### src/hdl/msk_pll_pkg.sv
// ----------------------------------------------------------------------------
// msk_pll_pkg
// Shared types, constants and table functions of the MSK demodulator with
// carrier PLL.
// ----------------------------------------------------------------------------
package msk_pll_pkg;

  localparam int SAMPLE_BITS  = 16;
  localparam int MUL_W        = 32;
  localparam int CORDIC_STEPS = 28;
  localparam int STEP_W       = 5;

  localparam logic [31:0] NCO_STEP_RST   = 32'd107374182;
  localparam logic [23:0] PLL_GAIN_RST   = 24'd16595;
  localparam logic [6:0]  FILTER_LEN_RST = 7'd40;

  localparam logic [32:0] THREE_QUARTER = 33'h0_C000_0000;
  localparam logic [31:0] QUARTER_TURN  = 32'h4000_0000;

  localparam logic signed [MUL_W-1:0] SIN_SEED = 32'sd172271;
  localparam logic signed [MUL_W-1:0] FC_DECAY = 32'sd1073204953;
  localparam logic signed [MUL_W-1:0] ERR_ZERO = 32'sd1057671045;

  typedef enum logic [1:0] {
    REG_NCO_STEP   = 2'd0,
    REG_PLL_GAIN   = 2'd1,
    REG_FILTER_LEN = 2'd2
  } reg_index_t;

  typedef struct packed {
    logic signed [SAMPLE_BITS-1:0] sample_i;
    logic signed [SAMPLE_BITS-1:0] sample_q;
  } sample_t;

  typedef struct packed {
    logic       data_bit;
    logic       byte_valid;
    logic [7:0] byte_value;
  } result_t;

  typedef enum logic [4:0] {
    ST_FILL_INIT,
    ST_FILL_WR,
    ST_SIN,
    ST_IDLE,
    ST_MAC_A,
    ST_MAC_B,
    ST_MAC_C,
    ST_MAC_D,
    ST_DEC,
    ST_CORD,
    ST_LF1,
    ST_LF2,
    ST_LF3,
    ST_LF4,
    ST_MIX_C,
    ST_MUL_I,
    ST_MIX_S,
    ST_MUL_Q,
    ST_WR
  } state_t;

  typedef enum logic [1:0] {
    DST_FILL,
    DST_COS,
    DST_SIN
  } sin_dst_t;

  typedef struct packed {
    logic start;
    logic done;
  } cordic_ctl_t;

  function automatic logic signed [31:0] sin_coef(input logic [2:0] idx);
    logic signed [31:0] c;
    case (idx)
      3'd0:    c = -32'sd5027003;
      3'd1:    c = 32'sd85569307;
      3'd2:    c = -32'sd693598670;
      3'd3:    c = 32'sd1686629713;
      default: c = '0;
    endcase
    return c;
  endfunction

  function automatic logic signed [31:0] atan_turns(input logic [STEP_W-1:0] i);
    logic signed [31:0] a;
    case (i)
      5'd0:    a = 32'sd536870912;
      5'd1:    a = 32'sd316933406;
      5'd2:    a = 32'sd167458907;
      5'd3:    a = 32'sd85004756;
      5'd4:    a = 32'sd42667331;
      5'd5:    a = 32'sd21354465;
      5'd6:    a = 32'sd10679838;
      5'd7:    a = 32'sd5340245;
      5'd8:    a = 32'sd2670163;
      5'd9:    a = 32'sd1335087;
      5'd10:   a = 32'sd667544;
      5'd11:   a = 32'sd333772;
      5'd12:   a = 32'sd166886;
      5'd13:   a = 32'sd83443;
      5'd14:   a = 32'sd41722;
      5'd15:   a = 32'sd20861;
      5'd16:   a = 32'sd10430;
      5'd17:   a = 32'sd5215;
      5'd18:   a = 32'sd2608;
      5'd19:   a = 32'sd1304;
      5'd20:   a = 32'sd652;
      5'd21:   a = 32'sd326;
      5'd22:   a = 32'sd163;
      5'd23:   a = 32'sd81;
      5'd24:   a = 32'sd41;
      5'd25:   a = 32'sd20;
      5'd26:   a = 32'sd10;
      5'd27:   a = 32'sd5;
      default: a = '0;
    endcase
    return a;
  endfunction

  function automatic logic signed [15:0] sin_finish(input logic signed [31:0] s,
                                                    input logic neg);
    logic signed [32:0] r;
    if (s < 0) begin
      r = '0;
    end else begin
      r = (33'(s) + 33'sd16384) >>> 15;
    end
    if (r > 33'sd32767) begin
      r = 33'sd32767;
    end
    if (neg) begin
      r = -r;
    end
    return r[15:0];
  endfunction

  function automatic logic signed [SAMPLE_BITS-1:0] to_sample(
      input logic signed [63:0] prod);
    logic signed [63:0] r;
    r = (prod + 64'sd16384) >>> 15;
    if (r > 64'sd32767) begin
      r = 64'sd32767;
    end else if (r < -64'sd32768) begin
      r = -64'sd32768;
    end
    return r[SAMPLE_BITS-1:0];
  endfunction

  function automatic logic signed [31:0] sat32(input logic signed [63:0] v);
    logic signed [31:0] r;
    if (v > 64'sd2147483647) begin
      r = 32'sh7FFF_FFFF;
    end else if (v < -64'sd2147483648) begin
      r = 32'sh8000_0000;
    end else begin
      r = v[31:0];
    end
    return r;
  endfunction

endpackage

### src/hdl/msk_pll_mul.sv
// ----------------------------------------------------------------------------
// msk_pll_mul
// Shared signed multiplier with registered product.
// ----------------------------------------------------------------------------
module msk_pll_mul (
  input  logic                                clk,
  input  logic signed [msk_pll_pkg::MUL_W-1:0] a,
  input  logic signed [msk_pll_pkg::MUL_W-1:0] b,
  output logic signed [2*msk_pll_pkg::MUL_W-1:0] p
);

  import msk_pll_pkg::*;

  always_ff @(posedge clk) begin
    p <= a * b;
  end

endmodule

### config.mk
export PLATFORM = sky130hd
export DESIGN_NAME = msk_pll_mul
export DESIGN_NICKNAME = d
export VERILOG_FILES = /design/src/hdl/msk_pll_pkg.sv /design/src/hdl/msk_pll_mul.sv
export SDC_FILE = /design/constraint.sdc
export NUM_CORES = 2
export LEC_CHECK = 0
export BUFFER_PORTS_ARGS = -buffer_cell sky130_fd_sc_hd__buf_2
export CORE_ASPECT_RATIO = 1.1
export CORE_UTILIZATION = 65
export CTS_CLUSTER_SIZE = 24
export DETAILED_ROUTE_END_ITERATION = 7
export PLACE_DENSITY = 0.83
export SLEW_MARGIN = 20
export SYNTH_ARGS = -nofsm -noshare
export SYNTH_HDL_FRONTEND = slang
export SYNTH_SLANG_ARGS = --single-unit
### constraint.sdc
create_clock -name clk -period 10.25 [get_ports clk]
set_input_delay 0.5125 -clock clk [delete_from_list [all_inputs] [get_ports clk]]
set_output_delay 0.5125 -clock clk [all_outputs]
set_load 0.05 [all_outputs]
### Word level (Yosys, flattened, before mapping)

Cells that the tools add are included.
Widths: inputs -> output; s select.

* memory bits (read-only): 0
* output and inout bits: 64
* bits in latches: 0
* bits in registers: 64
* memories: 0
* memory bits (writable): 0
* bits of input ports: 65

* div/mod/pow operators: 0
* shifts and indexed selects: 0
* mux-type cells: 0
* bitwise gates (word level): 0
* $add $sub $neg: 0
* reduce and logical (&&, ||, !) cells: 0
* magnitude comparators: 0
* multiply operators: 1
* eq/ne operators: 0

Operator list (count)
* $mul 32x32->64: 1

### Logic depth before layout (Yosys ltp)

* depth after elaboration: 1
* depth in mapped cells: 28
* gate-level depth less buffers: 27

### Worst setup path before layout

No wires, ideal clock.

* kind: input to register
* from: in b[2] in the netlist's numbering
* to: reg p[62] in the netlist's numbering
* setup slack: 2.477 ns
* buffers on the path: 1
* setup time: 0.072 ns
* arrival time: 7.702 ns
* stages: 24
* required time: 10.178 ns
* path through: clkbuf_1 > nand2_1 > inv_1 > fa_1 > fa_1 > fa_1 > fa_1 > inv_1 > fa_1 > inv_1 > fa_1 > inv_1 > fa_1 > inv_1 > fa_1 > ha_1 > and3_1 > nand2_1 > or3_1 > o22a_1 > o211ai_1 > a31oi_1 > o31ai_1 > xor2_1

* cells in the longest elaborated chain, start to end: 1

Ends and longest elaborated chain
* from (decl): RTL line msk_pll_mul.sv:8 `input logic signed [msk_pll_pkg::MUL_W-1:0] b,`
* $mul 32x32->64: RTL line msk_pll_mul.sv:15 `p <= a * b;`
* to (signal assigned): RTL line msk_pll_mul.sv:15
* to (decl): RTL line msk_pll_mul.sv:9 `output logic signed [2*msk_pll_pkg::MUL_W-1:0] p`

Every way passes these cells.

### Worst setup path in the final report

* from: in a[31] in the netlist's numbering
* to: reg p[62] in the netlist's numbering

* cells in the longest elaborated chain, start to end: 1

Ends and longest elaborated chain
* from (decl): RTL line msk_pll_mul.sv:7 `input logic signed [msk_pll_pkg::MUL_W-1:0] a,`
* $mul 32x32->64: RTL line msk_pll_mul.sv:15

Every way passes these cells.

==> metrics <==
status finished, final reports clean; DRT iter0 DRCs 1,913; clk sinks 64; Die Ht 253 um; final setup margin 1.44 ns; CP most frequent cell fa_1; Root Buffer clkbuf_16; crit start category input port; max frequency 114 MHz; most numerous cell in the Yosys netlist fa_1; Synth Area in Compound Gates 0.0346; EDFF count, synth 0; mux contribution to synthesized area 0; adder and majority cell fraction of the synthesized area 0.643; Synth cell types 63; total track usage 0.365; register area share after synthesis 0.0344; crit path kind in -> reg; CTS Buffer Depth 2; Synth Warn # 0; IO Count 129; first-pass GRT wire length 160,000 um; Post-Syn Nets 5,215; die area 58,300 um^2; Least-Margin Pin Slew 1.00 ns; setup TNS 0 ns; largest family of logic cells by synthesized area adder cells; final net count 5,176; number of buffers inserted by port buffering 128; DR DRC count 0; Slowest-stage cell, CP fa_1; H-tree depth 3; Yosys reg bits 64; Area Overhead vs Synth 3.43%; RD Place Congestion 0.944; CTS tree done; final setup violation count 0; detailed placer's ending HPWL 77,700 um; Synth Area in Simple Gates 0.154; Synth Flop Type dfxtp_1; Vias per Instance 5.82; Vias 26,745; share of layout cells above drive strength 1 0.0486; routed length per instance 21.4 um; initial antenna violation count 7; Setup Buffers After CTS 0; Synth top area share 0.582; max-cap violations 0; arrival time worst endpoint 9.14 ns; Hold Crit Class in -> reg; period utilization 0.859; minimum period implied by the final worst setup slack 8.81 ns; Placement Rows 91; max-slew violations 0; Post-synth top cells fa_1 (1,082), inv_1 (952), and2_1 (516), nand2_1 (511), clkbuf_1 (195); Area contributors post-synth fa_1 (58%), inv_1 (9.6%), and2_1 (8.7%); final core occ 0.683; TritonRoute pass-1 iters 7; Max FO, Critical Path 12; CP required 10.58 ns; antenna-violating nets left 0; Hold Buf Count CTS 0; starting density of the core 0.661; Post-Syn Area per Cell 9.59 um^2; Crit. End Element flop; largest net degree at the start of global routing 33; cts repair resizes 0; final wirelength 98,300 um; biggest regs p: 64 flops; CORE AREA 56,400 um^2; fraction of synthesized cell area in xor and xnor cells 0.0176; Mapped Area 37,200 um^2; Async SR Flop Fraction 0; Die Width 230 um; RSZ-0062 raised after global routing no; Largest register FFs 64; DP Worst Slack 1.17 ns; clock-pin slew on the worst setup and hold paths 0.06 ns; Gate Count Post-Synth 3,884; area leader, netlist fa_1; CP max stage delay 0.91 ns; Inserted Clock Buffers 9; GR Overflow Total 0; final hold viol count 0; vias in the first global route 30,672; relative slew slack 0.332; most flop-heavy register p
-- cells in the final DEF, fill, tap and decap left out, types with 12 or more instances in the layout --
master / netlist / layout
a21o_1: 23 / 23
a21oi_1: 68 / 68
a31oi_1: 12 / 12
and2_1: 516 / 516
buf_2: 3 / 128
buf_4: 0 / 22
dfxtp_1: 64 / 64
fa_1: 1082 / 1082
ha_1: 184 / 184
inv_1: 952 / 952
nand2_1: 511 / 511
nand3_1: 15 / 15
nor2_1: 42 / 42
o21ai_0: 28 / 28
o21bai_1: 15 / 15
xnor2_1: 53 / 53
xor2_1: 22 / 22
-- worst paths after layout --
| path | startpoint | to | slack [ns] | cells after the start |
|---|---|---|---|---|
| min | a[0] | p[0] | 0.76 | 2 |
| max | a[31] | p[62] | 1.44 | 25 |
-- critical path, delay by kind of cell --
family                     cells  cell delay (ns)
AOI/OAI and AO/OA              3             1.29
adders and majority gates      9             4.79
and+or+nand+nor                4             0.86
xor gates and xnor gates       1             0.17
buffers and inverters          8             1.50
-- metrics by stage --
| stage | hold slack, ns | cells | area [um^2] |
|---|---|---|---|
| 6_report | 0.758 | 4596 | 38500 |
| 5_1_grt | 0.758 | 4596 | 38500 |
| 4_1_cts | 0.760 | 4593 | 38500 |
| 3_5_place_dp | 0.980 | 4578 | 38200 |
| 3_3_place_gp | 0.980 | 4578 | 38200 |
| 2_1_floorplan | 0.640 | 3884 | 37200 |
-- layout make-up --
| type | instances | area [um^2] |
|---|---|---|
| Multi-Input combinational cell | 2668 | 31600 |
| Fill cell | 4256 | 17800 |
| Inverter | 952 | 3570 |
| Sequential cell | 64 | 1280 |
| Tap cell | 744 | 931 |
| Timing Repair Buffer | 150 | 806 |
| Clock buffer | 10 | 229 |
| Clock inverter | 5 | 58.8 |
| Antenna cell | 3 | 7.51 |
-- kinds of logic (layout without fill, tap and decap cells) --
group	Yosys count	in the layout
AO/OA/AOI/OAI	193	193
flip-flops	64	64
buffers and inverters	1152	1117
AND/OR/NAND/NOR	1134	1134
other	0	3
XOR/XNOR	75	75
adder cells (fa/ha/maj)	1266	1266
-- metal layers --
layer  track usage  routed length, um  vias to the layer above
met3        0.0666               8620                      510
met1         0.423              32400                    13823
met5             0                 41                        -
met2         0.612              48900                     1440
li1              -                  -                    10966
met4         0.265               8340                        6
Power is left out: the tool's default activity adds up to more than one toggle a clock period on the data nets, which glitch-free logic cannot reach.
