$ cat config.mk
export PLATFORM = sky130hd
export DESIGN_NAME = msk_pll_ram
export DESIGN_NICKNAME = d
export VERILOG_FILES = /design/src/hdl/msk_pll_ram.sv
export SDC_FILE = /design/constraint.sdc
export NUM_CORES = 1
export LEC_CHECK = 0
export BUFFER_PORTS_ARGS = -buffer_cell sky130_fd_sc_hd__buf_2
export CAP_MARGIN = 20
export CORE_UTILIZATION = 35
export CTS_BUF_LIST = sky130_fd_sc_hd__clkbuf_8
export DETAILED_ROUTE_END_ITERATION = 6
export SYNTH_ARGS = -nofsm -noshare
export SYNTH_HDL_FRONTEND = slang
export SYNTH_SLANG_ARGS = --single-unit
$ cat constraint.sdc
create_clock -name clk -period 2.05 [get_ports clk]
set_clock_uncertainty 0.1 [all_clocks]
set_input_delay 0 -clock clk [delete_from_list [all_inputs] [get_ports clk]]
set_output_delay 0 -clock clk [all_outputs]
set_load 0.02 [all_outputs]
$ cat src/hdl/msk_pll_ram.sv
// ----------------------------------------------------------------------------
// msk_pll_ram
// Generic single write port, single read port RAM with registered read.
// ----------------------------------------------------------------------------
module msk_pll_ram #(
  parameter int WIDTH = 16,
  parameter int DEPTH = 64
) (
  input  logic                     clk,
  input  logic                     we,
  input  logic [$clog2(DEPTH)-1:0] waddr,
  input  logic [WIDTH-1:0]         wdata,
  input  logic [$clog2(DEPTH)-1:0] raddr,
  output logic [WIDTH-1:0]         rdata
);

  logic [WIDTH-1:0] mem [DEPTH];

  always_ff @(posedge clk) begin
    if (we) begin
      mem[waddr] <= wdata;
    end
    rdata <= mem[raddr];
  end

endmodule

## Word level (Yosys, flattened, before mapping)

Memory sizes are Yosys's and may differ from the RTL's. A register that Yosys moved wholly into a read port is not among the register bits.
Cells that the tools add are included.

| word-level totals | value |
|---|---|
| memories | 1 |
| memory bits (writable) | 1024 |
| output and inout port bits | 16 |
| bits of input ports | 30 |
| flip-flop bits (word level) | 0 |
| word-level logic and storage cells | 3 |

Memory list:

| memory | depth | bits a word | rd ports | clocked after memory_dff | write ports | RTL line | source |
|---|---|---|---|---|---|---|---|
| mem | 64 | 16 | 1 | 1 | 1 | 17 | `logic [WIDTH-1:0] mem [DEPTH];` |

| operators by class | value |
|---|---|
| mux-type cells | 2 |

Operators by type and width:

| cell | number |
|---|---|
| $mux W1 | 2 |

## Logic depth before layout (Yosys ltp)

Gate-level depths: netlist (run 1).

| depth | value |
|---|---|
| word-level depth | 2 |
| gate-level depth with buffers | 10 |
| mapped depth without buffers | 5 |

## Worst setup path before layout (run 1)

No wires, ideal clock.

| timing | value |
|---|---|
| kind | input -> register |
| start | in waddr[3] |
| end | mem mem[48][0], enable pin |
| data required time | 1.541 ns |
| setup slack | -0.085 ns |
| buffers on the path | 1 |
| library setup time | 0.409 ns |
| stages | 4 |
| arrival time | 1.626 ns |
| cells stage by stage | clkbuf_1 nor2b_1 nand4b_1 nor3_1 |

RTL lines:

| what | RTL line | source |
|---|---|---|
| start: declaration | 11 | `input logic [$clog2(DEPTH)-1:0] waddr,` |
| end: declaration | 17 |  |

Straight into the memory's write port.

==> run_results.csv, run 1 <==
group,metric,value,unit
status,status,"completed",
clocking,clkSinkCount,1040,
synthesis,synth_edf_count,1024,
sta,post-route-period-util,97.5,%
clocking,cts_tree,"done",
sta,fin_tns_setup,0,ns
synthesis,yosysWarnings,0,
final_layout,fillCellCount,9860,
setup_path,cp-start-kind,"flop",
pwr,vdd_drop_max,0.646,mV
job,maxCapViolCount,0,
placement,io_buffers,45,
drt,wirelength,98100,um
setup_path,crit_start,"mem[23][11]",
setup_path,end_kind,"flop",
grt,grt_pass1_wl,142000,um
drt,ant_nets,0,
clocking,cts_buffers,161,
setup_path,path_class,"flop to flop",
sta,hold_viol,0,
sta,tightest_slew,1.13,ns
final_layout,finalNetCount,2235,
pwr,power_density,884,nW/um2
floorplan,initial_utilization,35.4,%
synthesis,syn_area,40000,um2
placement,pre_cts_ws,-0.494,ns
final_layout,area_growth,18.4,%
setup_path,regToRegStartpoint,"mem[23][11]",
placement,dp_hpwl,61400,um
final_layout,fin_util,42.0,%
drt,vias,19900,
final_layout,multi_input_area,8300,um2
floorplan,core,113000,um2
synthesis,synth_nets,1859,
grt,grt_max_degree,65,
pwr,leakage,15.4,nW
hold_path,hp-class,"input pin to flop",
floorplan,io_pins,46,
synthesis,synthTopCellsByCount,"1024 x edfxtp_1, 220 x mux4_2, 85 x mux2i_1",
setup_path,cp_max_fo,1,
sta,fin_ws,0.0513,ns
pwr,finalPower,41.9,mW
sta,fmax,500,MHz
final_layout,layout-drive-gt1-share,32.0,%
grt,track_usage,17.1,%
final_layout,sequential_cell_area,31100,um2
drt,dr.pass1.iters,7,
synthesis,synth_top_area_share,76.8,%
sta,setup_viol,0,
setup_path,worstPathArrival,2.57,ns
synthesis,ys_seq_area_share,77.6,%
drt,vias_per_cell,5.20,
sta,timing.slew.headroom,24.7,%
floorplan,die-area,116000,um2
synthesis,yosys_register_bits,1040,
placement,placed_cells,3514,
floorplan,rows,123,
clocking,cts_root_buffer,"clkbuf_8",
placement,place.gp.congestion,0.816,
sta,slew_violations,0,
clocking,htreeDepth,4,
drt,wire_per_inst,25.6,um
floorplan,die-width,340,um
final_layout,instances_no_fill,3827,
grt,grt_pass1_vias,20700,
sta,hold_ws,0.0544,ns
drt,drc,0,
clocking,clock_latency,0.81,ns
floorplan,die_y,340,um
grt,grt_antenna_before_repair,6,
synthesis,synth_flop_cell,"edfxtp_1",
synthesis,synth.most_common_cell,"edfxtp_1",
final_layout,final_cell_area,47400,um2
grt,gr-total-overflow,0,
synthesis,async_reset_ff_share,0,%
synthesis,synth_area_leaders,"edfxtp_1 77%, mux4_2 12%, mux2i_1 2.1%, dfxtp_1 0.80%, mux2_2 0.76%",
clocking,clockBufferDepth,3,
drt,drtIter0Drc,1968,
setup_path,cp-endpoint,"rdata[11]",
synthesis,synth_top_area_cell,"edfxtp_1",
setup_path,reg2reg_setup_slack,0.05,ns
synthesis,syn_inst,1829,
placement,dpl-instance-area,44200,um2
synthesis,syn_area_per_cell,21.9,um2
clocking,clkSlewWorstSetupHoldPaths,0.06,ns
setup_path,regToRegEndpoint,"rdata[11]",
setup_path,required,2.63,ns
synthesis,ys_types,43,
sta,finalCriticalPeriod,2.00,ns
setup_path,r2r_cells,6,
power by group:
group	switching (mW)	leakage (nW)	internal [mW]	total [mW]
Sequential	0.0813	9.35	23.5	23.6
Clock	7.80	1.69	7.86	15.7
Combinational	1.52	4.38	1.07	2.60
cell type report:
class | instances | area share, %
Sequential cell | 1040 | 65.6
Antenna cell | 2 | 0.0106
Clock buffer | 169 | 4.91
Clock inverter | 114 | 1.15
Tap cell | 1500 | 3.96
Timing Repair Buffer | 317 | 6.90
Multi-Input combinational cell | 685 | 17.5
metal layers:
layer	vias to the layer above	GRT usage [%]	wire length [um]
met2	681	27.5	47800
met4	4	5.54	2330
met1	10600	23.0	41400
met5	-	0	19
met3	145	3.71	6630
li1	8459	-	-
flip-flops by register name, summed over array words and instances, names as in the netlist:
signal / flops
rdata: 16
mem: 1024
kinds of logic after synthesis:
kind of cell | after synthesis | share of synthesized area, %
DFF | 1040 | 77.6
muxes | 336 | 15.5
and+or+nand+nor | 220 | 2.65
AOI/OAI and AO/OA | 129 | 2.41
buffers and inverters | 104 | 1.83
layout by cell type, fill, tap and decap left out, types with 42 or more instances in the layout:
master / Yosys / layout
inv_1: 0 / 61
mux4_2: 220 / 220
nand2_1: 59 / 59
mux2i_1: 85 / 83
buf_4: 13 / 169
buf_12: 5 / 72
nor2_1: 72 / 72
edfxtp_1: 1024 / 1024
clkbuf_8: 0 / 170
buf_2: 36 / 42
worst min path at each step:
stage	endpoint	slack, ns	cells past startpoint	startpoint
finish	rdata[14]	0.05	5	raddr[1]
global route	rdata[14]	0.04	5	raddr[1]
detailed placement	rdata[1]	0.36	1	rdata[1]
floorplan	mem[0][0]	-0.001	0	wdata[0]
CTS	rdata[14]	0.004	5	raddr[1]
global placement	rdata[0]	0.36	1	rdata[0]
timing repair:
action / CTS / global route
pin swaps: 2 / 3
endpoints found under the hold margin: 1400 / 0
resized for setup: 4 / 5
endpoints found under the setup margin: 2 / 5
hold buffers: 30 / 0
setup buffers: 0 / 0
worst max-delay path, cell delays in order (launching register included):
cell and delay (ns):
edfxtp_1 0.37, mux4_2 0.49, mux2i_1 0.15, buf_4 0.15, a22oi_1 0.14, a31oi_4 0.37
a311oi_1 0.11
No activity file was read; power rests on OpenSTA's default activity.
==> run 2: changes to the inputs <==
--- a/config.mk
+++ b/config.mk
@@ -7,9 +7,12 @@
 export LEC_CHECK = 0
 export BUFFER_PORTS_ARGS = -buffer_cell sky130_fd_sc_hd__buf_2
 export CAP_MARGIN = 20
+export CELL_PAD_IN_SITES_DETAIL_PLACEMENT = 1
+export CELL_PAD_IN_SITES_GLOBAL_PLACEMENT = 2
 export CORE_UTILIZATION = 35
 export CTS_BUF_LIST = sky130_fd_sc_hd__clkbuf_8
 export DETAILED_ROUTE_END_ITERATION = 6
+export PLACE_DENSITY_LB_ADDON = 0.1
 export SYNTH_ARGS = -nofsm -noshare
 export SYNTH_HDL_FRONTEND = slang
 export SYNTH_SLANG_ARGS = --single-unit
==> constraint.sdc (replaced) <==
create_clock -name clk -period 2.1 [get_ports clk]
set_clock_uncertainty 0.1 [all_clocks]
set_input_delay 0 -clock clk [delete_from_list [all_inputs] [get_ports clk]]
set_output_delay 0 -clock clk [all_outputs]
set_load 0.02 [all_outputs]
==> run 2 against run 1 <==
Net effect: via count grew 1.2%; maximum frequency shrank 4.2%; die area stayed put; register-to-register slack worse by 0.04 ns; count of clock-buffer cells in the layout grew 18; clock power up 7%; worst setup slack got worse by 0.037 ns; sequential power decreased by 2%; utilization up 0.58 points; wire length is 16% higher; flip-flop and latch count is the same; largest cell class unchanged; largest power group unchanged.
==> run_results.csv, run 2 (synthesis gave the netlist of run 1 again) <==
group,metric,value,unit
clocking,clkSlewWorstSetupHoldPaths,0.06,ns
pwr,intPower,32.8,mW
status,status,"completed",
pwr,power.switching,9.80,mW
floorplan,core,113000,um2
drt,wirelength,114000,um
setup_path,regToRegEndpoint,"rdata[12]",
setup_path,required,2.75,ns
clocking,cts_root_buffer,"clkbuf_8",
floorplan,rows,123,
grt,gr-total-overflow,0,
sta,fin_tns_setup,0,ns
grt,grt_max_degree,65,
final_layout,fillCellCount,10700,
drt,vias_per_cell,5.18,
clocking,htreeDepth,4,
drt,dr.pass1.iters,5,
clocking,cts_setup_buffers,0,
final_layout,regMostFlops,"mem",
drt,vias,20100,
setup_path,path_cells,"mux4_2, mux2_2, nand2_1, nand4_1, and4_1",
floorplan,die-width,340,um
hold_path,whs_endpoint,"mem[63][12]",
clocking,clockBufferDepth,3,
sta,slew_violations,0,
drt,drtIter0Drc,1390,
hold_path,min_path_cells,3,
sta,hold_viol,0,
final_layout,finalNetCount,2274,
setup_path,end_kind,"flop",
grt,grt_pass1_vias,21800,
floorplan,io_pins,46,
setup_path,reg2reg_setup_slack,0.01,ns
sta,tightest_slew,1.05,ns
drt,wire_per_inst,29.4,um
pwr,vdd_drop_max,0.456,mV
setup_path,cp_slowest_stage_delay,0.50,ns
grt,track_usage,20.0,%
final_layout,area_growth,20.0,%
grt,grt_antenna_before_repair,10,
placement,dp_hpwl,72000,um
pwr,seqPwrFrac,54.2,%
pwr,finalPower,42.6,mW
floorplan,die_y,340,um
sta,setup_viol,0,
clocking,clkSinkCount,1040,
pwr,power.share.clock,39.5,%
setup_path,cpMaxStageDelayCell,"mux4_2",
setup_path,path_class,"flop to flop",
placement,place.gp.congestion,0.781,
pwr,power_density,886,nW/um2
sta,grt_setup_unrepaired,"yes",
final_layout,layout-drive-gt1-share,32.9,%
final_layout,largest_reg_flops,1024,
final_layout,reg_top3,"mem: 1024 flops, rdata: 16 flops",
placement,io_buffers,45,
setup_path,r2r_cells,5,
job,maxCapViolCount,0,
pwr,switching_share,23.0,%
pwr,leakage,15.7,nW
floorplan,die-area,116000,um2
sta,timing.slew.headroom,30.3,%
grt,grt_pass1_wl,163000,um
sta,fmax,479,MHz
setup_path,worstPathArrival,2.73,ns
drt,ant_nets,0,
clocking,cts_tree,"done",
setup_path,path_delay_family,"multiplexers",
setup_path,cp_max_fo,1,
setup_path,regToRegStartpoint,"mem[23][12]",
setup_path,cp-start-kind,"flop",
setup_path,path_buf_inv,0,
floorplan,initial_utilization,35.4,%
hold_path,hp-class,"input pin to flop",
hold_path,worstHoldStart,"wdata[12]",
pwr,combPwrFrac,6.3,%
sta,fin_ws,0.0143,ns
final_layout,final_common_cell,"edfxtp_1",
drt,drc,0,
placement,pre_cts_ws,-0.582,ns
clocking,clock_latency,0.85,ns
sta,finalCriticalPeriod,2.09,ns
final_layout,final_cell_mix,"1024 x edfxtp_1, 220 x mux4_2, 187 x clkbuf_8",
clocking,cts_buffers,177,
sta,post-route-period-util,99.3,%
run 2: repair_timing:
| action | CTS | global route |
|---|---|---|
| pin swaps | 3 | 4 |
| endpoints found under the setup margin | 4 | 5 |
| resized for setup | 13 | 4 |
| endpoints found under the hold margin | 1995 | 0 |
| cloned | 0 | 0 |
| hold buffers | 34 | 0 |
run 2: layout make-up:
| type | instances | area, um2 | share of cell area (%) |
|---|---|---|---|
| clock buffers | 187 | 2570 | 5.36 |
| diodes | 3 | 7.51 | 0.0156 |
| clock inverters | 132 | 662 | 1.38 |
| repair buffers | 340 | 3520 | 7.33 |
| well taps | 1500 | 1880 | 3.91 |
| multi-input cells | 685 | 8340 | 17.4 |
| flip-flops and latches | 1040 | 31100 | 64.7 |
run 2: layer usage:
| layer | vias up | GRT usage (%) | share of wire (%) |
|---|---|---|---|
| li1 | 8547 | - | - |
| met4 | 4 | 6.51 | 2.5 |
| met2 | 457 | 32.5 | 49 |
| met1 | 10900 | 27.2 | 45 |
| met3 | 161 | 3.51 | 4.0 |
| met5 | - | 0 | 0.025 |
run 2: metrics by stage:
| step | util [%] | hold WS, ns | cells | instance area (um2) |
|---|---|---|---|---|
| after floorplan | - | -0.00113 | 1829 | 40100 |
| after detailed placement | 39.3 | 0.253 | 3531 | 44400 |
| after global placement | 39.3 | 0.273 | 3531 | 44400 |
| after CTS | 42.5 | 0.0595 | 3884 | 48000 |
| final | 42.5 | 0.128 | 3887 | 48100 |
| after global routing | 42.5 | 0.101 | 3885 | 48000 |
run 2: worst max-delay path by stage:
stage                      startpoint    endpoint  depth (start not counted)
after floorplan              waddr[5]  mem[39][0]                          4
after global placement       raddr[0]    rdata[4]                          9
after detailed placement     raddr[0]    rdata[4]                          9
after CTS                 mem[23][12]   rdata[12]                          5
after global routing      mem[23][12]   rdata[12]                          5
final                     mem[23][12]   rdata[12]                          5
run 2: tightest hold or removal path, cell delays in order:
cell	delay [ns]
dlygate4sd3_1	0.53
buf_2	0.14
buf_12	0.19
run 2: power groups by stage:
stage | registers [mW] | logic, mW | clock network (mW)
3_5_place_dp | 23.5 | 2.67 | 0
3_3_place_gp | 23.5 | 2.63 | 0
6_report | 23.1 | 2.68 | 16.8
5_1_grt | 23.1 | 2.85 | 18.2
4_1_cts | 23.1 | 2.74 | 17.4
2_1_floorplan | 23.5 | 1.19 | 0
