[src/hdl/msk_pll_pkg.sv]
// ----------------------------------------------------------------------------
// msk_pll_pkg
// Shared types, constants and table functions of the MSK demodulator with
// carrier PLL.
// ----------------------------------------------------------------------------
package msk_pll_pkg;

  localparam int SAMPLE_BITS  = 16;
  localparam int MUL_W        = 32;
  localparam int CORDIC_STEPS = 28;
  localparam int STEP_W       = 5;

  localparam logic [31:0] NCO_STEP_RST   = 32'd107374182;
  localparam logic [23:0] PLL_GAIN_RST   = 24'd16595;
  localparam logic [6:0]  FILTER_LEN_RST = 7'd40;

  localparam logic [32:0] THREE_QUARTER = 33'h0_C000_0000;
  localparam logic [31:0] QUARTER_TURN  = 32'h4000_0000;

  localparam logic signed [MUL_W-1:0] SIN_SEED = 32'sd172271;
  localparam logic signed [MUL_W-1:0] FC_DECAY = 32'sd1073204953;
  localparam logic signed [MUL_W-1:0] ERR_ZERO = 32'sd1057671045;

  typedef enum logic [1:0] {
    REG_NCO_STEP   = 2'd0,
    REG_PLL_GAIN   = 2'd1,
    REG_FILTER_LEN = 2'd2
  } reg_index_t;

  typedef struct packed {
    logic signed [SAMPLE_BITS-1:0] sample_i;
    logic signed [SAMPLE_BITS-1:0] sample_q;
  } sample_t;

  typedef struct packed {
    logic       data_bit;
    logic       byte_valid;
    logic [7:0] byte_value;
  } result_t;

  typedef enum logic [4:0] {
    ST_FILL_INIT,
    ST_FILL_WR,
    ST_SIN,
    ST_IDLE,
    ST_MAC_A,
    ST_MAC_B,
    ST_MAC_C,
    ST_MAC_D,
    ST_DEC,
    ST_CORD,
    ST_LF1,
    ST_LF2,
    ST_LF3,
    ST_LF4,
    ST_MIX_C,
    ST_MUL_I,
    ST_MIX_S,
    ST_MUL_Q,
    ST_WR
  } state_t;

  typedef enum logic [1:0] {
    DST_FILL,
    DST_COS,
    DST_SIN
  } sin_dst_t;

  typedef struct packed {
    logic start;
    logic done;
  } cordic_ctl_t;

  function automatic logic signed [31:0] sin_coef(input logic [2:0] idx);
    logic signed [31:0] c;
    case (idx)
      3'd0:    c = -32'sd5027003;
      3'd1:    c = 32'sd85569307;
      3'd2:    c = -32'sd693598670;
      3'd3:    c = 32'sd1686629713;
      default: c = '0;
    endcase
    return c;
  endfunction

  function automatic logic signed [31:0] atan_turns(input logic [STEP_W-1:0] i);
    logic signed [31:0] a;
    case (i)
      5'd0:    a = 32'sd536870912;
      5'd1:    a = 32'sd316933406;
      5'd2:    a = 32'sd167458907;
      5'd3:    a = 32'sd85004756;
      5'd4:    a = 32'sd42667331;
      5'd5:    a = 32'sd21354465;
      5'd6:    a = 32'sd10679838;
      5'd7:    a = 32'sd5340245;
      5'd8:    a = 32'sd2670163;
      5'd9:    a = 32'sd1335087;
      5'd10:   a = 32'sd667544;
      5'd11:   a = 32'sd333772;
      5'd12:   a = 32'sd166886;
      5'd13:   a = 32'sd83443;
      5'd14:   a = 32'sd41722;
      5'd15:   a = 32'sd20861;
      5'd16:   a = 32'sd10430;
      5'd17:   a = 32'sd5215;
      5'd18:   a = 32'sd2608;
      5'd19:   a = 32'sd1304;
      5'd20:   a = 32'sd652;
      5'd21:   a = 32'sd326;
      5'd22:   a = 32'sd163;
      5'd23:   a = 32'sd81;
      5'd24:   a = 32'sd41;
      5'd25:   a = 32'sd20;
      5'd26:   a = 32'sd10;
      5'd27:   a = 32'sd5;
      default: a = '0;
    endcase
    return a;
  endfunction

  function automatic logic signed [15:0] sin_finish(input logic signed [31:0] s,
                                                    input logic neg);
    logic signed [32:0] r;
    if (s < 0) begin
      r = '0;
    end else begin
      r = (33'(s) + 33'sd16384) >>> 15;
    end
    if (r > 33'sd32767) begin
      r = 33'sd32767;
    end
    if (neg) begin
      r = -r;
    end
    return r[15:0];
  endfunction

  function automatic logic signed [SAMPLE_BITS-1:0] to_sample(
      input logic signed [63:0] prod);
    logic signed [63:0] r;
    r = (prod + 64'sd16384) >>> 15;
    if (r > 64'sd32767) begin
      r = 64'sd32767;
    end else if (r < -64'sd32768) begin
      r = -64'sd32768;
    end
    return r[SAMPLE_BITS-1:0];
  endfunction

  function automatic logic signed [31:0] sat32(input logic signed [63:0] v);
    logic signed [31:0] r;
    if (v > 64'sd2147483647) begin
      r = 32'sh7FFF_FFFF;
    end else if (v < -64'sd2147483648) begin
      r = 32'sh8000_0000;
    end else begin
      r = v[31:0];
    end
    return r;
  endfunction

endpackage

[src/hdl/msk_pll_cordic.sv]
// ----------------------------------------------------------------------------
// msk_pll_cordic
// Iterative vectoring CORDIC, one rotation per cycle, angle in turns * 2^32.
// ----------------------------------------------------------------------------
module msk_pll_cordic #(
  parameter int W = 40
) (
  input  logic                      clk,
  input  logic                      rst,
  input  msk_pll_pkg::cordic_ctl_t  ctl_in,
  output msk_pll_pkg::cordic_ctl_t  ctl_out,
  input  logic signed [W-1:0]       x_in,
  input  logic signed [W-1:0]       y_in,
  output logic signed [31:0]        z
);

  import msk_pll_pkg::*;

  logic signed [W-1:0]  x;
  logic signed [W-1:0]  y;
  logic signed [31:0]   zacc;
  logic [STEP_W-1:0]    i;
  logic                 busy;
  logic                 done;
  logic                 zero;

  always_ff @(posedge clk) begin
    if (rst) begin
      busy <= 1'b0;
      done <= 1'b0;
    end else begin
      done <= 1'b0;
      if (ctl_in.start) begin
        busy <= 1'b1;
      end else if (busy && i == STEP_W'(CORDIC_STEPS - 1)) begin
        busy <= 1'b0;
        done <= 1'b1;
      end
    end
  end

  always_ff @(posedge clk) begin
    if (ctl_in.start) begin
      x    <= x_in;
      y    <= y_in;
      zacc <= '0;
      i    <= '0;
      zero <= (x_in == '0) && (y_in == '0);
    end else if (busy) begin
      if (y > 0) begin
        x    <= x + (y >>> i);
        y    <= y - (x >>> i);
        zacc <= zacc + atan_turns(i);
      end else begin
        x    <= x - (y >>> i);
        y    <= y + (x >>> i);
        zacc <= zacc - atan_turns(i);
      end
      i <= i + STEP_W'(1);
    end
  end

  assign ctl_out.start = busy;
  assign ctl_out.done  = done;
  assign z = zero ? '0 : zacc;

endmodule

[config.mk]
export PLATFORM = sky130hd
export DESIGN_NAME = msk_pll_cordic
export DESIGN_NICKNAME = d
export VERILOG_FILES = /design/src/hdl/msk_pll_pkg.sv /design/src/hdl/msk_pll_cordic.sv
export SDC_FILE = /design/constraint.sdc
export NUM_CORES = 1
export LEC_CHECK = 0
export ABC_AREA = 1
export BUFFER_PORTS_ARGS = -buffer_cell sky130_fd_sc_hd__buf_4
export CAP_MARGIN = 20
export CORE_MARGIN = 2
export CORE_UTILIZATION = 45
export CTS_BUF_LIST = sky130_fd_sc_hd__clkbuf_8
export DETAILED_ROUTE_END_ITERATION = 7
export GPL_ROUTABILITY_DRIVEN = 0
export PLACE_DENSITY_LB_ADDON = 0.12
export SYNTH_ARGS = -nofsm -noshare
export SYNTH_HDL_FRONTEND = slang
export SYNTH_SLANG_ARGS = --single-unit
export TNS_END_PERCENT = 20
[constraint.sdc]
create_clock -name clk -period 3.9 [get_ports clk]
set_input_delay 0.195 -clock clk [delete_from_list [all_inputs] [get_ports clk]]
set_output_delay 0.195 -clock clk [all_outputs]
set_load 0.1 [all_outputs]
### After elaboration in Yosys (flattened, before gate mapping)

Memories as Yosys holds them, arrays and structs flattened. A register that Yosys moved wholly into a read port is not among the register bits.
Cells that the tools add are included.
W data, S select, Z words.

* add/sub/neg operators: 7
* order comparisons: 1
* equality and inequality tests: 1
* shift operators: 2
* mux-type cells: 21
* reductions and logical operators: 7

Operator list (number)
* $mux W32: 8
* $mux W40: 6
* $add A40 B40 Y40: 2
* $logic_not A40 Y1: 2
* $sshr A40 B5 Y40: 2
* $sub A40 B40 Y40: 2
* $gt A40 B1 Y1 const B: 1
* $add A32 B32 Y32: 1
* $sub A32 B32 Y32: 1
* $mux W5: 4
* $add A5 B1 Y5 const B: 1
* $eq A5 B5 Y1 const B: 1
* $reduce_bool A2 Y1: 2
* $mux W1: 3
* $logic_and A1 B1 Y1: 2
* $reduce_or A2 Y1: 1

* register bits after elaboration: 120
* ROM bits: 1920
* bits of input ports: 84
* output and inout bits: 34
* logic and storage cells: 48
* memories: 2

Memories
* (name not given): words 32, width 30, rd ports 1, clocked after Yosys merged registers in 1, write ports 0, RTL line msk_pll_pkg.sv:88 `case (i)`
* (name not given): words 32, width 30, rd ports 1, clocked after Yosys merged registers in 1, write ports 0, RTL line msk_pll_pkg.sv:88

### Depth between registers and ports, before layout

Gate-level depths: netlist of run 1.

* depth in word-level cells: 6
* mapped depth: 36
* mapped depth without buffers: 34

### Least setup slack after synthesis of run 1

Ideal clock, no wire load.

* path type: reg-to-reg
* from: register busy
* to: register with a tool-made name
* data arrival time: 3.912 ns
* data required time: 3.778 ns
* slack: -0.134 ns
* cell stages (with the launch flop): 9
* buffers on the path: 1
* path through: dfxtp_1 buf_2 nor2_1 clkinv_1 o21a_1 ha_1 o21ai_0 o22ai_1 a221o_1

RTL lines
* from (decl): RTL line msk_pll_cordic.sv:23 `logic busy;`
* from (signal assigned): RTL line msk_pll_cordic.sv:29 `busy <= 1'b0;`
* from (signal assigned): RTL line msk_pll_cordic.sv:34 `busy <= 1'b1;`
* from (signal assigned): RTL line msk_pll_cordic.sv:36 `busy <= 1'b0;`

### Final worst setup path of run 1

* from: register i[0]
* to: register y[37] (data pin)

* cells in the longest elaborated chain, start to end: 5

Ends and longest elaborated chain
* from (decl): RTL line msk_pll_cordic.sv:22 `logic [STEP_W-1:0] i;`
* from (signal assigned): RTL line msk_pll_cordic.sv:59 `i <= i + STEP_W'(1);`
* $sshr A40 B5 Y40 *: RTL line msk_pll_cordic.sv:52, msk_pll_cordic.sv:56
* $add A40 B40 Y40 / $sub A40 B40 Y40 (equally long branches): RTL line msk_pll_cordic.sv:56, msk_pll_cordic.sv:52
* $mux W40 *: RTL line msk_pll_cordic.sv:50 `if (y > 0) begin`
* $mux W40 *: RTL line msk_pll_cordic.sv:49 `end else if (busy) begin`
* $mux W40 *: RTL line msk_pll_cordic.sv:43 `if (ctl_in.start) begin`
* to (signal assigned): RTL line msk_pll_cordic.sv:45 `y <= y_in;`
* to (signal assigned): RTL line msk_pll_cordic.sv:52 `y <= y - (x >>> i);`
* to (signal assigned): RTL line msk_pll_cordic.sv:56 `y <= y + (x >>> i);`
* to (decl): RTL line msk_pll_cordic.sv:20 `logic signed [W-1:0] y;`

Every way passes the cells marked *; elsewhere a longest branch is shown, timed or not. The select of a mux whose other input is x is not followed.
A chain may end at the register's enable or synchronous reset.

==> impl_results.md, run 1 <==
* CTS tree: done
* DRT Pass-1 Iters at 8
* Total die area at approximately 50000 um2
* Outcome: finished with violations
* Top-area cell type share of the netlist area at 0.1977
* Vias in the first global route at roughly 28000
* R2R depth at 31
* Area of the multi-input gates at 17960 um2
* Final Cell Area at approximately 34000 um2
* First-pass GRT wire length at roughly 140000 um
* RSZ-0062 raised after global routing: true
* I/O Pins at about 120
* Slew @ Worst Pin at ~0.96 ns
* Wire per inst at 17.68 um
* CP Capture Type: flop
* Ys async rst share at 0
* Vias at about 30000
* Worst Skew at between 0.02 and 0.025 ns
* Failing checks: DRC, setup timing
* Post-synthesis cell count at roughly 3700
* Area of the core at 47550 um2
* Tot GR Track Use at 0.3657
* Starting Density at 0.4544
* Setup CP Type: reg -> reg
* FP Rows at 80
* Max cap viols at 0
* YS warnings at 0
* Post-synthesis sequential area ratio at 0.1765
* Largest net degree at the start of global routing at 56
* Final worst path period need at approximately 4.6 ns
* Top post-synthesis cells by area: nand2_1, nand3_1, edfxtp_1
* Top-count cell post-synth: nand2_1
* Critical Path RT at ~4.3 ns
* Synth cell count leaders: nand2_1, nand3_1, nor2_1
* Fill cell count at 3926
* Dominant register cell in the synthesized netlist: edfxtp_1
* H-Tree Depth at 4
* CP Data Arrival Time at roughly 5 ns
* Flops & latches, synth at 150
* PortBufs at 116
* Mapped Nets at between 3000 and 4000
* Period utilization at 1.186
* GR Overflow Total at 0
* Antenna violations before repair at 2
* Hold path startpoint: x_in[37]
* Critical R2R Launch: i[0]
* Root buffer cell: clkbuf_8
* Die H at 223.1 um
* Setup TNS at -39.12 ns
* Residual DRC at 6
* Vias/cell at roughly 5.5
* Placed inst area at around 29000 um2
* Largest area contributor in the netlist: nand2_1
* EDFF count, synth at just over 80
* Yosys cell types at 55
* Hold path depth at 3
* Clock Pin Slew Worst Setup and Hold Paths at about 0.11 ns
* Layout net count at approximately 5000
* Layout cells sized above 1 at 0.3561
* WL final at roughly 96000 um
* Clock buffer depth at 2
* CTS buffer count at 17
* Worst Setup SP: i[0]
* ANT nets after route at 0
* P&R area growth vs syn at 56.96%
* Utilization after layout at 0.7132
* Clock Latency Late Sink at 0.59 ns
* Post-synthesis instance area at 21600 um2
* F_max at about 220 MHz
* Critical Path Max Stage Delay at a little under 0.4 ns
* Max-slew headroom at 0.3600
* CTS sink count at 150
* Initial drt markers at 3624
* Die X at around 220 um
* Startpoint Class: flop
* Worst-path maximum fanout at 10
* Most Frequent Cell on Critical Path: nand2_2
* DP Wirelength at 71300 um
* Tightest Hold Check Type: in -> reg
* Syn_area_per_cell at 5.766 um2
* Final setup viols at 93
* Storage cell area at 3825 um2
* Final Hold Viols at 0
* Final Max Tran Viols at 0
* Worst setup margin at -0.7247 ns
* Slowest stage cell, crit path: dfxtp_4
==> kinds of logic after synthesis <==
kind of cell	synth area share
adders and majority gates	0.07517
AOI/OAI and AO/OA	0.1323
DFF	0.1765
and+or+nand+nor	0.4681
buffers and inverters	0.09886
xor gates and xnor gates	0.04905
==> cell usage in the layout, fill, tap and decap left out, types with 26 or more instances in the layout <==
cell type      netlist  final
nand4_1             39     39
a21oi_1            176    122
buf_4               10   1027
nand2_2             39    132
dlygate4sd3_1        0     80
nand3_1            553    460
o21ai_1              9     51
ha_1               125     96
dfxtp_1             69     64
nor2_4               4     26
edfxtp_1            81     81
xor2_1              85     73
ha_4                 0     28
or2_2               38     37
nor4_1              37     30
xnor2_1             36     28
nor2_2              18     69
nand3_2             16    103
nor2_1             380    307
a21oi_2              1     48
buf_12               0     28
nor3_1              36     28
o21ai_0            184    122
nand2_1           1138   1040
inv_1              362    347
==> stage by stage <==
stage | instances | setup slack (ns) | hold WS, ns
detailed placement | 5214 | -0.9327 | 0.3698
global placement | 5214 | -0.8378 | 0.3643
global route | 5413 | -0.9840 | 0.03494
floorplan | 3747 | -0.1189 | 0.2674
finish | 5413 | -0.7247 | 0.02520
CTS | 5379 | -0.6035 | 0.02232
==> cell type report <==
class / instances / share of cell area
multi-input cells: 3078 / 0.5297
repair buffers: 1159 / 0.2800
flip-flops and latches: 150 / 0.1128
inverters: 376 / 0.04239
well taps: 615 / 0.02269
clock buffers: 18 / 0.007305
clock inverters: 14 / 0.004760
repair inverters: 1 / 0.0002583
diodes: 2 / 0.0001476
==> routing by layer <==
layer	global-route usage	vias to the layer above	wire length, um
li1	-	14508	-
met1	0.4723	13612	38710
met2	0.5995	1475	43750
met3	0.06888	353	8797
met4	0.1500	0	4467
met5	0	-	0
==> critical path: cells and delay by family, from the launching register on <==
family / cells / cell delay (ns)
buffers and inverters: 7 / 0.80
flip-flops: 1 / 0.39
XOR/XNOR: 1 / 0.16
adder cells (fa/ha/maj): 2 / 0.50
AO/OA/AOI/OAI: 3 / 0.38
AND/OR/NAND/NOR: 18 / 2.14
==> path summary, 6_finish.rpt <==
| check | endpoint | slack [ns] |
|---|---|---|
| min | x[37] | 0.03 |
| max | y[37] | -0.72 |
| min reg2reg | zacc[2] | 0.52 |
| max reg2reg | y[37] | -0.72 |
==> what timing repair did <==
action                     4_1_cts  5_1_grt
hold buffers                    80        0
setup endpoints to repair       98       96
cloned                           7        3
hold endpoints to repair        81        0
pin swaps                       65       63
setup buffers                   48       29
gates resized for setup        345      285
Power of run 1 is left out: the tool's default activity adds up to more than one toggle a clock period on the data nets, which glitch-free logic cannot reach.
==> run 2, diff against run 1 <==
CAP_MARGIN = unset   (was 20)
GPL_TIMING_DRIVEN = 0   (was unset)
SKIP_LAST_GASP = 1   (was unset)
==> run 2 against run 1 <==
Against the previous run:
- the run ends with setup timing left
- design area shrank 14%
- maximum frequency down 0.93%
- register-to-register slack got worse by 0.04 ns
- first-iteration DRC count up 7.1%
- critical path depth is 3 lower
- routed wire length up 5.9%
- clock skew barely moved
- largest cell class unchanged
- highest routed layer is now met5
==> impl_results.md, run 2 (same netlist as run 1, synthesis figures left out) <==
* Outcome: finished with violations
* Failing checks: setup timing
* Most frequent cells in the layout: nand2_1, nand3_1, inv_1, nor2_1, buf_4
* Startpoint Class: flop
* Wire per inst at approximately 21 um
* I/O Pins at between 100 and 150
* Post-Place Setup Slack at -1.898 ns
* Critical Path RT at ~4.2 ns
* PortBufs at 116
* Residual DRC at 0
* FP Rows at 80
* Worst-path maximum fanout at 10
* Fill cell count at between 4000 and 5000
* Antenna violations before repair at 3
* Setup CP Type: reg -> reg
* ANT nets after route at 0
* Most common cell after layout, fill and taps aside: nand2_1
* CTS buffer count at 17
* Clock buffer depth at 2
* CTS tree: done
* Clock Latency Late Sink at between 0.5 and 0.6 ns
* Layout cells sized above 1 at 0.2621
* Initial drt markers at 3883
* Tightest Hold Check Type: in -> reg
* Vias at 28392
* Tot GR Track Use at 0.3900
* Clock Pin Slew Worst Setup and Hold Paths at 0.10 ns
* DRT Pass-1 Iters at 8
* Period utilization at 1.197
* Storage cell area at about 3800 um2
* Vias in the first global route at about 26000
* Die H at approximately 220 um
* CTS sink count at 150
* Area of the core at around 48000 um2
* Largest net degree at the start of global routing at 90
* Worst Path Buf+Inv at 4
* Final Hold Viols at 0
* Max-slew headroom at 0.1367
* Hold_ws at around 0.34 ns
* Crit-path leading delay family: simple AND/OR/NAND/NOR gates
* Max cap viols at 0
* GR Overflow Total at 0
* P&R area growth vs syn at 35.35%
* Final worst path period need at 4.668 ns
* Setup TNS at -38.83 ns
* Die X at 223.1 um
* Starting Density at 0.4544
* Worst Skew at around 0.021 ns
* Total die area at approximately 50000 um2
* WL final at roughly 100000 um
* Layout net count at ~4300
* RSZ-0062 raised after global routing: true
* Slew @ Worst Pin at between 1 and 1.5 ns
* Placed insts at around 4500
* Critical Path Max Stage Delay at between 0.3 and 0.4 ns
* F_max at between 200 and 250 MHz
* First-pass GRT wire length at between 100000 and 150000 um
* Worst setup margin at -0.7680 ns
* Area of the multi-input gates at around 19000 um2
* CP Data Arrival Time at approximately 5.0 ns
* Final setup viols at 90
* H-Tree Depth at 4
* Final Max Tran Viols at 0
* DP Wirelength at about 77000 um
* Root buffer cell: clkbuf_8
* Post-Layout Cell Count at about 4800
* CP Capture Type: flop
* Vias/cell at between 5 and 6
* Most Frequent Cell on Critical Path: nand2_1
* Slowest stage cell, crit path: clkbuf_2
## run 2: cell type report
type | count | share of cell area
multi-input cells | 3078 | 0.6360
inverters | 376 | 0.04895
well taps | 615 | 0.02631
clock buffers | 18 | 0.008472
clock inverters | 14 | 0.006247
repair buffers | 371 | 0.1052
diodes | 4 | 0.0003423
flip-flops and latches | 150 | 0.1306
plain buffers | 141 | 0.03787
## run 2: path summary, 6_finish.rpt
kind | from | end | slack (ns) | depth (start not counted)
worst max-delay path | i[3] | y[35] | -0.77 | 28
worst max register to register | i[3] | y[35] | -0.77 | 28
worst min register to register | zacc[5] | zacc[5] | 0.51 | 2
worst min-delay path | rst | done | 0.34 | 3
## run 2: metal layers
| metal | up-vias | global-route usage | share of wire |
|---|---|---|---|
| met5 | - | 0 | 0.00017 |
| met4 | 2 | 0.2171 | 0.067 |
| met3 | 429 | 0.1100 | 0.12 |
| met2 | 1749 | 0.5880 | 0.42 |
| met1 | 13016 | 0.5014 | 0.39 |
| li1 | 13196 | - | - |
## run 2: repair_timing
action	in CTS	in global routing
resized for setup	437	385
pin swaps	98	149
endpoints found under the setup margin	105	94
gates cloned	1	0
setup buffers	107	67
hold buffers	82	0
endpoints found under the hold margin	83	0
## run 2: stage by stage
stage | area [um2] | util
global placement | 23250 | 0.4889
finish | 29240 | 0.6150
floorplan | 21610 | -
detailed placement | 23250 | 0.4890
CTS | 27140 | 0.5707
global route | 29240 | 0.6149
## run 2: tightest hold or removal path, cell delays in order
cell	delay, ns
dlygate4sd3_1	0.53
buf_4	0.11
nor2_1	0.03
Power of run 2 is left out for the same reason.
